File: src/sv/hcp_pkg.sv
`timescale 1ns / 1ps
// ----------------------------------------------------------------------------
// hcp_pkg: shared types and constants of the Hermite curve point generator
// Widths of the coordinate fields, the per-segment coefficient record that
// travels from the front end through the queue to the evaluator, and the
// queue control records.
// ----------------------------------------------------------------------------
package hcp_pkg;

  localparam int STEPS_DEF   = 10;  // default number of line-to steps per segment
  localparam int QUEUE_DEPTH = 2;   // default depth of the segment queue

  localparam int COORD_W = 10;  // input coordinate width
  localparam int POINT_W = 12;  // output coordinate width (signed)
  localparam int TAN_W   = 11;  // tangent width (signed)
  localparam int LIN_W   = 14;  // width of the linear coefficient combinations
  localparam int ACC_W   = 32;  // forward difference accumulators (signed)
  localparam int MAG_W   = 24;  // magnitude of a scaled coordinate before division

  typedef logic [COORD_W-1:0]        coord_t;
  typedef logic signed [POINT_W-1:0] point_t;

  // Per-axis data handed to the evaluator. a_lin and b_lin are the cubic and
  // quadratic polynomial coefficients before scaling by the step count.
  typedef struct packed {
    coord_t                   p0;
    logic signed [TAN_W-1:0]  m0;
    logic signed [LIN_W-1:0]  a_lin;
    logic signed [LIN_W-1:0]  b_lin;
  } axis_coef_t;

  typedef struct packed {
    axis_coef_t x;
    axis_coef_t y;
  } seg_coef_t;

  typedef struct packed {
    logic      valid;
    seg_coef_t data;
  } seg_req_t;

  typedef struct packed {
    logic full;
    logic empty;
  } q_stat_t;

endpackage

File: src/sv/hcp_if.sv
`timescale 1ns / 1ps
// ----------------------------------------------------------------------------
// hcp_if: channel interfaces of the Hermite curve point generator
// hcp_seg_if carries one curve segment, hcp_pt_if carries one curve point.
// Both use a valid/ready handshake.
// ----------------------------------------------------------------------------
interface hcp_seg_if;
  logic                 valid;
  logic                 ready;
  hcp_pkg::coord_t      start_x;
  hcp_pkg::coord_t      start_y;
  hcp_pkg::coord_t      end_x;
  hcp_pkg::coord_t      end_y;
  hcp_pkg::coord_t      start_handle_x;
  hcp_pkg::coord_t      start_handle_y;
  hcp_pkg::coord_t      end_handle_x;
  hcp_pkg::coord_t      end_handle_y;

  modport source (
    output valid, start_x, start_y, end_x, end_y,
           start_handle_x, start_handle_y, end_handle_x, end_handle_y,
    input  ready
  );
  modport sink (
    input  valid, start_x, start_y, end_x, end_y,
           start_handle_x, start_handle_y, end_handle_x, end_handle_y,
    output ready
  );
endinterface

interface hcp_pt_if;
  logic                 valid;
  logic                 ready;
  hcp_pkg::point_t      point_x;
  hcp_pkg::point_t      point_y;
  logic                 is_move;
  logic                 last_point;

  modport source (
    output valid, point_x, point_y, is_move, last_point,
    input  ready
  );
  modport sink (
    input  valid, point_x, point_y, is_move, last_point,
    output ready
  );
endinterface

File: src/sv/hcp_front.sv
`timescale 1ns / 1ps
// ----------------------------------------------------------------------------
// hcp_front: segment intake
// Accepts a segment when the queue has room, forms the tangents and the
// linear coefficient combinations of the Hermite polynomial for each axis.
// ----------------------------------------------------------------------------
module hcp_front (
  hcp_seg_if.sink           seg_i,
  input  hcp_pkg::q_stat_t  q_stat_i,
  output hcp_pkg::seg_req_t push_o
);

  // Polynomial in k, scaled by S^3:
  //   k^3 : 2*P0 - 2*P1 + M0 + M1
  //   k^2 : S * (3*(P1 - P0) - 2*M0 - M1)
  //   k   : S^2 * M0
  //   1   : S^3 * P0
  function automatic hcp_pkg::axis_coef_t prep_axis(
    input hcp_pkg::coord_t p0,
    input hcp_pkg::coord_t p1,
    input hcp_pkg::coord_t h0,
    input hcp_pkg::coord_t h1
  );
    logic signed [hcp_pkg::LIN_W-1:0] sp0;
    logic signed [hcp_pkg::LIN_W-1:0] sp1;
    logic signed [hcp_pkg::LIN_W-1:0] m0;
    logic signed [hcp_pkg::LIN_W-1:0] m1;
    logic signed [hcp_pkg::LIN_W-1:0] dp;
    hcp_pkg::axis_coef_t              r;
    sp0     = $signed({{(hcp_pkg::LIN_W-hcp_pkg::COORD_W){1'b0}}, p0});
    sp1     = $signed({{(hcp_pkg::LIN_W-hcp_pkg::COORD_W){1'b0}}, p1});
    m0      = $signed({{(hcp_pkg::LIN_W-hcp_pkg::COORD_W){1'b0}}, h0}) - sp0;
    m1      = $signed({{(hcp_pkg::LIN_W-hcp_pkg::COORD_W){1'b0}}, h1}) - sp1;
    dp      = sp1 - sp0;
    r.p0    = p0;
    r.m0    = m0[hcp_pkg::TAN_W-1:0];
    r.a_lin = (sp0 <<< 1) - (sp1 <<< 1) + m0 + m1;
    r.b_lin = (dp <<< 1) + dp - (m0 <<< 1) - m1;
    return r;
  endfunction

  assign seg_i.ready  = !q_stat_i.full;
  assign push_o.valid = seg_i.valid && !q_stat_i.full;
  assign push_o.data.x = prep_axis(seg_i.start_x, seg_i.end_x,
                                   seg_i.start_handle_x, seg_i.end_handle_x);
  assign push_o.data.y = prep_axis(seg_i.start_y, seg_i.end_y,
                                   seg_i.start_handle_y, seg_i.end_handle_y);

endmodule

File: src/sv/hcp_queue.sv
`timescale 1ns / 1ps
// ----------------------------------------------------------------------------
// hcp_queue: segment queue
// Short first-in first-out queue of prepared segments between the intake and
// the evaluator.
// ----------------------------------------------------------------------------
module hcp_queue #(
  parameter int Depth = hcp_pkg::QUEUE_DEPTH
) (
  input  logic               clk_i,
  input  logic               rst_ni,
  input  hcp_pkg::seg_req_t  push_i,
  input  logic               pop_i,
  output hcp_pkg::q_stat_t   stat_o,
  output hcp_pkg::seg_coef_t data_o
);

  localparam int PtrW = (Depth > 1) ? $clog2(Depth) : 1;
  localparam int CntW = $clog2(Depth + 1);
  localparam logic [PtrW-1:0] PtrLast = PtrW'(Depth - 1);
  localparam logic [CntW-1:0] CntFull = CntW'(Depth);

  hcp_pkg::seg_coef_t mem_q [Depth];
  logic [PtrW-1:0]    wr_ptr_q, wr_ptr_d;
  logic [PtrW-1:0]    rd_ptr_q, rd_ptr_d;
  logic [CntW-1:0]    cnt_q, cnt_d;
  logic               push, pop;

  assign push = push_i.valid && (cnt_q != CntFull);
  assign pop  = pop_i && (cnt_q != '0);

  always_comb begin
    wr_ptr_d = wr_ptr_q;
    rd_ptr_d = rd_ptr_q;
    cnt_d    = cnt_q;
    if (push) begin
      wr_ptr_d = (wr_ptr_q == PtrLast) ? '0 : wr_ptr_q + 1'b1;
    end
    if (pop) begin
      rd_ptr_d = (rd_ptr_q == PtrLast) ? '0 : rd_ptr_q + 1'b1;
    end
    if (push && !pop) begin
      cnt_d = cnt_q + 1'b1;
    end else if (pop && !push) begin
      cnt_d = cnt_q - 1'b1;
    end
  end

  always_ff @(posedge clk_i or negedge rst_ni) begin
    if (!rst_ni) begin
      wr_ptr_q <= '0;
      rd_ptr_q <= '0;
      cnt_q    <= '0;
    end else begin
      wr_ptr_q <= wr_ptr_d;
      rd_ptr_q <= rd_ptr_d;
      cnt_q    <= cnt_d;
    end
  end

  always_ff @(posedge clk_i) begin
    if (push) begin
      mem_q[wr_ptr_q] <= push_i.data;
    end
  end

  assign stat_o.full  = (cnt_q == CntFull);
  assign stat_o.empty = (cnt_q == '0);
  assign data_o       = mem_q[rd_ptr_q];

  a_no_push_full : assert property (@(posedge clk_i) disable iff (!rst_ni)
    push_i.valid && (cnt_q == CntFull) && !pop_i |=> cnt_q == CntFull)
    else $error("queue count changed on a push into a full queue");

  a_cnt_ptr : assert property (@(posedge clk_i) disable iff (!rst_ni)
    (cnt_q == '0) |-> (wr_ptr_q == rd_ptr_q))
    else $error("empty queue with differing pointers");

endmodule

File: src/sv/hcp_back.sv
`timescale 1ns / 1ps
// ----------------------------------------------------------------------------
// hcp_back: curve evaluator
// Steps the scaled Hermite polynomial of each axis by forward differences,
// divides by S^3 with truncation toward zero and registers the points.
// ----------------------------------------------------------------------------
module hcp_back #(
  parameter int Steps = hcp_pkg::STEPS_DEF
) (
  input  logic               clk_i,
  input  logic               rst_ni,
  input  hcp_pkg::seg_coef_t coef_i,
  input  hcp_pkg::q_stat_t   stat_i,
  output logic               pop_o,
  hcp_pt_if.source           pt_o
);

  localparam int ACC_W  = hcp_pkg::ACC_W;
  localparam int MAG_W  = hcp_pkg::MAG_W;
  localparam int Cube   = Steps * Steps * Steps;
  localparam int Sq     = Steps * Steps;
  localparam int CntW   = $clog2(Steps + 2);
  localparam int Sh     = MAG_W + 1;
  localparam int RecipW = Sh + 1;
  localparam int ProdW  = MAG_W + RecipW;
  localparam longint unsigned RecipVal = (64'd1 << Sh) / Cube;
  localparam logic [RecipW-1:0]       Recip   = RecipW'(RecipVal);
  localparam logic [MAG_W-1:0]        Div     = MAG_W'(Cube);
  localparam logic [CntW-1:0]         CntLast = CntW'(Steps + 1);
  localparam logic signed [ACC_W-1:0] KCube   = ACC_W'(Cube);
  localparam logic signed [ACC_W-1:0] KSq     = ACC_W'(Sq);
  localparam logic signed [ACC_W-1:0] KSteps  = ACC_W'(Steps);

  typedef struct packed {
    logic signed [ACC_W-1:0] f;
    logic signed [ACC_W-1:0] d1;
    logic signed [ACC_W-1:0] d2;
    logic signed [ACC_W-1:0] d3;
  } fd_t;

  // Value and first three forward differences at k = 0.
  function automatic fd_t load_axis(input hcp_pkg::axis_coef_t c);
    logic signed [ACC_W-1:0] a;
    logic signed [ACC_W-1:0] b;
    logic signed [ACC_W-1:0] lin;
    fd_t                     r;
    a    = ACC_W'(c.a_lin);
    b    = ACC_W'(c.b_lin) * KSteps;
    lin  = ACC_W'(c.m0) * KSq;
    r.f  = $signed({{(ACC_W-hcp_pkg::COORD_W){1'b0}}, c.p0}) * KCube;
    r.d1 = a + b + lin;
    r.d2 = (a <<< 2) + (a <<< 1) + (b <<< 1);
    r.d3 = (a <<< 2) + (a <<< 1);
    return r;
  endfunction

  function automatic fd_t step_axis(input fd_t v);
    fd_t r;
    r.f  = v.f + v.d1;
    r.d1 = v.d1 + v.d2;
    r.d2 = v.d2 + v.d3;
    r.d3 = v.d3;
    return r;
  endfunction

  function automatic logic [MAG_W-1:0] mag_of(input logic signed [ACC_W-1:0] v);
    logic signed [ACC_W-1:0] n;
    n = -v;
    return v[ACC_W-1] ? n[MAG_W-1:0] : v[MAG_W-1:0];
  endfunction

  // Reciprocal estimate is the quotient or one below it; one compare fixes it.
  function automatic hcp_pkg::point_t finish_div(
    input logic [ProdW-1:0] prod,
    input logic [MAG_W-1:0] mag,
    input logic             neg
  );
    logic [MAG_W-1:0] q0;
    logic [MAG_W-1:0] qd;
    logic [MAG_W-1:0] rem;
    logic [MAG_W-1:0] qm;
    logic [MAG_W-1:0] res;
    q0  = prod[Sh +: MAG_W];
    qd  = q0 * Div;
    rem = mag - qd;
    qm  = (rem >= Div) ? q0 + 1'b1 : q0;
    res = neg ? -qm : qm;
    return $signed(res[hcp_pkg::POINT_W-1:0]);
  endfunction

  // Evaluator state
  logic            active_q, active_d;
  logic [CntW-1:0] cnt_q, cnt_d;
  fd_t             fdx_q, fdx_d, fdy_q, fdy_d;

  // Stage 1: scaled coordinate
  logic                    s1_v_q, s1_move_q, s1_last_q;
  logic signed [ACC_W-1:0] s1_fx_q, s1_fy_q;

  // Stage 2: reciprocal product
  logic                    s2_v_q, s2_move_q, s2_last_q;
  logic                    s2_negx_q, s2_negy_q;
  logic [MAG_W-1:0]        s2_magx_q, s2_magy_q;
  logic [ProdW-1:0]        s2_prodx_q, s2_prody_q;

  // Output register
  logic                    out_v_q, out_move_q, out_last_q;
  hcp_pkg::point_t         out_x_q, out_y_q;

  logic en, emit, last_emit, pop;

  assign en        = !out_v_q || pt_o.ready;
  assign emit      = en && active_q;
  assign last_emit = emit && (cnt_q == CntLast);
  assign pop       = !stat_i.empty && (!active_q || last_emit);
  assign pop_o     = pop;

  always_comb begin
    active_d = active_q;
    cnt_d    = cnt_q;
    fdx_d    = fdx_q;
    fdy_d    = fdy_q;
    if (pop) begin
      active_d = 1'b1;
      cnt_d    = '0;
      fdx_d    = load_axis(coef_i.x);
      fdy_d    = load_axis(coef_i.y);
    end else if (emit) begin
      cnt_d = cnt_q + 1'b1;
      if (last_emit) begin
        active_d = 1'b0;
      end
      if (cnt_q != '0) begin
        fdx_d = step_axis(fdx_q);
        fdy_d = step_axis(fdy_q);
      end
    end
  end

  always_ff @(posedge clk_i or negedge rst_ni) begin
    if (!rst_ni) begin
      active_q <= 1'b0;
      cnt_q    <= '0;
      s1_v_q   <= 1'b0;
      s2_v_q   <= 1'b0;
      out_v_q  <= 1'b0;
    end else begin
      active_q <= active_d;
      cnt_q    <= cnt_d;
      if (en) begin
        s1_v_q  <= emit;
        s2_v_q  <= s1_v_q;
        out_v_q <= s2_v_q;
      end
    end
  end

  always_ff @(posedge clk_i) begin
    fdx_q <= fdx_d;
    fdy_q <= fdy_d;
    if (en) begin
      s1_fx_q    <= fdx_q.f;
      s1_fy_q    <= fdy_q.f;
      s1_move_q  <= (cnt_q == '0);
      s1_last_q  <= (cnt_q == CntLast);
      s2_negx_q  <= s1_fx_q[ACC_W-1];
      s2_negy_q  <= s1_fy_q[ACC_W-1];
      s2_magx_q  <= mag_of(s1_fx_q);
      s2_magy_q  <= mag_of(s1_fy_q);
      s2_prodx_q <= ProdW'(mag_of(s1_fx_q)) * ProdW'(Recip);
      s2_prody_q <= ProdW'(mag_of(s1_fy_q)) * ProdW'(Recip);
      s2_move_q  <= s1_move_q;
      s2_last_q  <= s1_last_q;
      out_x_q    <= finish_div(s2_prodx_q, s2_magx_q, s2_negx_q);
      out_y_q    <= finish_div(s2_prody_q, s2_magy_q, s2_negy_q);
      out_move_q <= s2_move_q;
      out_last_q <= s2_last_q;
    end
  end

  assign pt_o.valid      = out_v_q;
  assign pt_o.point_x    = out_x_q;
  assign pt_o.point_y    = out_y_q;
  assign pt_o.is_move    = out_move_q;
  assign pt_o.last_point = out_last_q;

  a_pop_restarts : assert property (@(posedge clk_i) disable iff (!rst_ni)
    pop |=> active_q && (cnt_q == '0))
    else $error("segment load did not restart the step counter");

  a_cnt_range : assert property (@(posedge clk_i) disable iff (!rst_ni)
    active_q |-> (cnt_q <= CntLast))
    else $error("step counter ran past the last point");

  a_flags_excl : assert property (@(posedge clk_i) disable iff (!rst_ni)
    out_v_q |-> !(out_move_q && out_last_q))
    else $error("point flagged as both move-to and last");

  a_move_after_last : assert property (@(posedge clk_i) disable iff (!rst_ni)
    s1_v_q && s1_move_q && $past(s1_v_q) && $past(en) |-> $past(s1_last_q))
    else $error("move-to point did not follow the last point of a segment");

endmodule

File: src/sv/hermite_curve_points.sv
`timescale 1ns / 1ps
// ----------------------------------------------------------------------------
// hermite_curve_points: cubic Hermite spline point generator
// Turns one curve segment (end points and handles) into a move-to point and
// a run of line-to points along the curve.
// ----------------------------------------------------------------------------
// Each segment transfer on seg_i produces Steps+2 point transfers on pt_o:
// first a move-to at the start point (is_move high), then the curve at
// t = k/Steps for k = 0..Steps, the last with last_point high. Tangents are
// the handles minus their end points. Every point is computed exactly as an
// integer scaled by Steps^3 and then truncated toward zero, so the k = 0
// point equals the start point and the k = Steps point equals the end point.
// Throughput is one point per cycle while pt_o accepts every point; the
// evaluator, which walks the cubic by forward differences, sets the rate.
// Segments follow one another with no gap when the next one is queued. A
// queue of QueueDepth prepared segments sits in front of the evaluator, so
// new segments are taken while the current one is still being emitted.
// From a segment transfer to its move-to point, the segment is written into
// the queue, loaded into the evaluator and then passes three pipeline
// stages (scaled value, reciprocal product, corrected quotient in the
// output register). A stall on pt_o holds the whole evaluator pipeline.
// ----------------------------------------------------------------------------
module hermite_curve_points #(
  parameter int Steps      = hcp_pkg::STEPS_DEF,
  parameter int QueueDepth = hcp_pkg::QUEUE_DEPTH
) (
  input  logic     clk_i,
  input  logic     rst_ni,
  hcp_seg_if.sink  seg_i,
  hcp_pt_if.source pt_o
);

  // Prepared segment on its way into the queue.
  hcp_pkg::seg_req_t  push;
  // Fill state of the queue, seen by both the intake and the evaluator.
  hcp_pkg::q_stat_t   q_stat;
  // Head of the queue and the evaluator's request to take it.
  hcp_pkg::seg_coef_t head;
  logic               pop;

  // Intake: forms tangents and polynomial coefficients, accepts a transfer
  // whenever the queue has room.
  hcp_front u_front (
    .seg_i    (seg_i),
    .q_stat_i (q_stat),
    .push_o   (push)
  );

  // Queue decoupling intake from the evaluator.
  hcp_queue #(
    .Depth (QueueDepth)
  ) u_queue (
    .clk_i  (clk_i),
    .rst_ni (rst_ni),
    .push_i (push),
    .pop_i  (pop),
    .stat_o (q_stat),
    .data_o (head)
  );

  // Evaluator: loads a segment as the previous one finishes, emits one point
  // per cycle while pt_o is not stalled, through a three-stage divide pipeline.
  hcp_back #(
    .Steps (Steps)
  ) u_back (
    .clk_i  (clk_i),
    .rst_ni (rst_ni),
    .coef_i (head),
    .stat_i (q_stat),
    .pop_o  (pop),
    .pt_o   (pt_o)
  );

endmodule
File: src/flat_wrapper.sv
// flat-port wrapper written by rule: the top's interface ports become plain ports
module hermite_curve_points_flat 
#(
  parameter int Steps      = hcp_pkg::STEPS_DEF,
  parameter int QueueDepth = hcp_pkg::QUEUE_DEPTH
)
  (clk_i, rst_ni, seg_i_valid, seg_i_start_x, seg_i_start_y, seg_i_end_x, seg_i_end_y, seg_i_start_handle_x, seg_i_start_handle_y, seg_i_end_handle_x, seg_i_end_handle_y, seg_i_ready, pt_o_valid, pt_o_point_x, pt_o_point_y, pt_o_is_move, pt_o_last_point, pt_o_ready);
  hcp_seg_if seg_i_i ();
  hcp_pt_if pt_o_i ();
  input  logic clk_i;
  input  logic rst_ni;
  input wire logic [$bits(seg_i_i.valid)-1:0] seg_i_valid;
  input wire logic [$bits(seg_i_i.start_x)-1:0] seg_i_start_x;
  input wire logic [$bits(seg_i_i.start_y)-1:0] seg_i_start_y;
  input wire logic [$bits(seg_i_i.end_x)-1:0] seg_i_end_x;
  input wire logic [$bits(seg_i_i.end_y)-1:0] seg_i_end_y;
  input wire logic [$bits(seg_i_i.start_handle_x)-1:0] seg_i_start_handle_x;
  input wire logic [$bits(seg_i_i.start_handle_y)-1:0] seg_i_start_handle_y;
  input wire logic [$bits(seg_i_i.end_handle_x)-1:0] seg_i_end_handle_x;
  input wire logic [$bits(seg_i_i.end_handle_y)-1:0] seg_i_end_handle_y;
  output wire logic [$bits(seg_i_i.ready)-1:0] seg_i_ready;
  output wire logic [$bits(pt_o_i.valid)-1:0] pt_o_valid;
  output wire logic [$bits(pt_o_i.point_x)-1:0] pt_o_point_x;
  output wire logic [$bits(pt_o_i.point_y)-1:0] pt_o_point_y;
  output wire logic [$bits(pt_o_i.is_move)-1:0] pt_o_is_move;
  output wire logic [$bits(pt_o_i.last_point)-1:0] pt_o_last_point;
  input wire logic [$bits(pt_o_i.ready)-1:0] pt_o_ready;
  assign seg_i_i.valid = seg_i_valid;
  assign seg_i_i.start_x = seg_i_start_x;
  assign seg_i_i.start_y = seg_i_start_y;
  assign seg_i_i.end_x = seg_i_end_x;
  assign seg_i_i.end_y = seg_i_end_y;
  assign seg_i_i.start_handle_x = seg_i_start_handle_x;
  assign seg_i_i.start_handle_y = seg_i_start_handle_y;
  assign seg_i_i.end_handle_x = seg_i_end_handle_x;
  assign seg_i_i.end_handle_y = seg_i_end_handle_y;
  assign seg_i_ready = seg_i_i.ready;
  assign pt_o_valid = pt_o_i.valid;
  assign pt_o_point_x = pt_o_i.point_x;
  assign pt_o_point_y = pt_o_i.point_y;
  assign pt_o_is_move = pt_o_i.is_move;
  assign pt_o_last_point = pt_o_i.last_point;
  assign pt_o_i.ready = pt_o_ready;
  hermite_curve_points #(.Steps(Steps), .QueueDepth(QueueDepth)) u_core (.clk_i(clk_i), .rst_ni(rst_ni), .seg_i(seg_i_i), .pt_o(pt_o_i));
endmodule
File: config.mk
export PLATFORM = sky130hd
export DESIGN_NAME = hermite_curve_points_flat
export DESIGN_NICKNAME = d
export VERILOG_FILES = /design/src/sv/hcp_pkg.sv /design/src/sv/hcp_if.sv /design/src/sv/hcp_front.sv /design/src/sv/hcp_queue.sv /design/src/sv/hcp_back.sv /design/src/sv/hermite_curve_points.sv /design/src/flat_wrapper.sv
export SDC_FILE = /design/constraint.sdc
export NUM_CORES = 2
export LEC_CHECK = 0
export BUFFER_PORTS_ARGS = -buffer_cell sky130_fd_sc_hd__buf_4
export CAP_MARGIN = 20
export CORE_UTILIZATION = 49
export DETAILED_ROUTE_END_ITERATION = 8
export SETUP_SLACK_MARGIN = 0.2
export SYNTH_ARGS = -nofsm -noshare
export SYNTH_HDL_FRONTEND = slang
export SYNTH_SLANG_ARGS = --single-unit
File: constraint.sdc
create_clock -name clk_i -period 17.8 [get_ports clk_i]
set_input_delay 2.67 -clock clk_i [delete_from_list [all_inputs] [get_ports clk_i]]
set_output_delay 2.67 -clock clk_i [all_outputs]
set_load 0.02 [all_outputs]
==> out/metrics.csv <==
metric,value,unit
post_cts_buffers,0,
gr-total-overflow,0,
syn_avg_cell_area,10.2,um^2
fillerInstances,11400,
h-tree-depth,3,
clk_latency,0.67,ns
slew_headroom,0.246,
die_x,362,um
path_clk_slew,0.06,ns
clock-sinks,586,
layout_common_cells,"ha_1 (1,099), inv_1 (894), edfxtp_1 (568)",
finalNetCount,7935,
hp-start,u_core.u_back.s2_move_q,
synth_fp_nets,7800,
synth_cell_types,92,
worst_path_max_delay_cell,nor4_4,
ys_warn_count,0,
syn_to_final_growth,8.70,%
wire_per_inst,17.1,um
setup_viol,0,
fp.dieH,362,um
status,"complete, no violations",
seq_area_frac_synth,0.275,
rsz0062_at_grt,no,
cts_hold_buf,0,
synth_seq_cells,586,
num_vias,44200,
tightest_slew,1.12,ns
clk_path_buf_depth,3,
path_max_fanout,14,
cap_violations,0,
crit_type,reg -> reg,
hold_class,reg -> reg,
hpwl,111000,um
seqCellArea,17500,um^2
finalCriticalPeriod,9.28,ns
synth-main-ff-cell,edfxtp_1,
root_buffer,clkbuf_16,
finalCritPeriodShare,0.521,
use_met1,0.283,
grt_max_degree,86,
drt_iter0_drc,2180,
drive_above_1_share,0.0621,
routed_wl,139000,um
syn_area,63500,um^2
start_util,0.496,
fin_tns_setup,0,ns
crit_top_cell,o21ai_0,
coreArea,128000,um^2
cts_resized,0,
multi_input_area,42400,um^2
worst_setup_path_end_kind,flop,
cts_made_buffers,75,
cts_tree,done,
drc,0,
final_common_cell,ha_1,
place.gp.congestion,0.869,
cp.required,18.23,ns
first_pass_iters,6,
skew,0.0459,ns
ios,112,
antenna_found_initial,1,
dieArea,131000,um^2
hold_viol_final,0,
placementRows,131,
antennaDiodeCount,0,
track_usage,0.215,
worst_setup_path_start_kind,flop,
grt_pass1_vias,45600,
arrival,9.71,ns
slew_viol_final,0,
busiest_layer,met2,
grt_pass1_wl,228000,um
final_antenna_net_count,0,
synthArstFlopShare,0.0205,
synthCells,6211,
grtUsageMet2,0.368,
max_freq,108,MHz
max_stage_delay,0.75,ns
numPortBuffers,111,
grt_util_met3,0.0237,
startpoint,u_core.u_back.s2_prodx_q[25],
reg2reg_from,u_core.u_back.s2_prodx_q[25],
synth_edf_count,568,
viasPerCell,5.44,
sequential cells by signal (all words and copies together), names as in the netlist, 4 cells and up:
name and count:
u_core.u_back.s2_magx_q 21, u_core.u_back.s2_prodx_q 15, u_core.u_back.pt_o.point_x 12, u_core.u_back.s2_magy_q 21
u_core.u_back.cnt_q 4, u_core.u_back.pt_o.point_y 12, u_core.u_back.s1_fy_q 25, u_core.u_back.fdx_q 112
u_core.u_back.s1_fx_q 25, u_core.u_back.s2_prody_q 15, u_core.u_queue.mem_q 196, u_core.u_back.fdy_q 112
path summary, 6_finish.rpt:
kind / endpoint / slack [ns] / depth (start not counted)
min in group asynchronous: u_core.u_back.cnt_q[0] / 1.86 / 1
max: u_core.u_back.pt_o.point_x[10] / 8.52 / 32
max reg2reg: u_core.u_back.pt_o.point_x[10] / 8.52 / 32
min reg2reg: u_core.u_back.pt_o.is_move / 0.41 / 0
min: u_core.u_back.pt_o.is_move / 0.41 / 0
max in group asynchronous: u_core.u_queue.rd_ptr_q / 15.70 / 1
cell usage after synthesis, types with 12 or more instances:
master    count  share of area
edfxtp_1    568           0.27
nand4_1      30         0.0030
a31o_2       13         0.0018
and2_1       51         0.0050
or2_2        13         0.0013
nor2_1      248          0.015
o21bai_1    139          0.016
nor2b_1      45         0.0044
o22ai_1      75         0.0074
nand3_1      94         0.0074
nand2b_1     60         0.0059
and3_1       35         0.0034
mux2i_1      40         0.0063
nor4_1       13         0.0013
o31ai_1      43         0.0051
o41ai_1      17         0.0023
o21ai_0     268          0.021
nand2_1     271          0.016
a211oi_1     28         0.0033
a221oi_1     19         0.0026
inv_1       896          0.053
nor3b_1      15         0.0018
clkbuf_1     68         0.0040
ha_1       1099           0.22
a21oi_1     389          0.031
a21o_1      171          0.020
nor3_1       82         0.0065
o211ai_1     29         0.0034
xor2_1      217          0.030
mux2_2       74          0.013
a21boi_0     23         0.0027
a31oi_1      48         0.0047
fa_1        406           0.13
xnor2_1     350          0.048
dfrtp_1      12         0.0047
o21a_1       37         0.0044
or3_1        41         0.0040
worst max-delay path, delay by kind of cell (launching register included):
family	cells	cell delay (ns)
and+or+nand+nor	4	1.89
muxes	1	0.17
buffers and inverters	3	0.16
adders and majority gates	7	3.00
DFF	1	0.57
AOI/OAI and AO/OA	15	2.80
xor gates and xnor gates	2	0.43
layout make-up:
type	count	area share
Multi-Input combinational cell	4643	0.613
Clock buffer	81	0.0278
Timing Repair Buffer	143	0.0155
Sequential cell	586	0.253
Tap cell	1729	0.0313
Inverter	897	0.0489
Clock inverter	54	0.00977
stage by stage:
step	hold slack (ns)	instance area (um^2)	worst slack [ns]	instances	utilization
finish	0.412	69000	8.52	8133	0.539
global placement	0.404	66400	8.64	7997	0.519
detailed placement	0.405	66400	8.59	7998	0.519
floorplan	0.400	63500	0.703	6211	-
global route	0.425	69000	7.75	8133	0.539
CTS	0.416	69000	8.57	8133	0.539
cell families after synthesis:
group           Yosys count  synth area share
compound gates         1415             0.143
buf+inv                 982            0.0588
xor+xnor                567            0.0782
flops                   586             0.275
mux                     114            0.0194
simple gates           1042            0.0806
fa+ha+maj              1505             0.344
layer usage:
| metal | share of wire | vias to the layer above |
|---|---|---|
| li1 | - | 22200 |
| met1 | 0.47 | 21100 |
| met2 | 0.47 | 616 |
| met3 | 0.032 | 203 |
| met4 | 0.027 | 2 |
| met5 | 0.00014 | - |
Power is not shown: default switching activity piles up to over one toggle a cycle in this logic, so the estimate is an artifact.
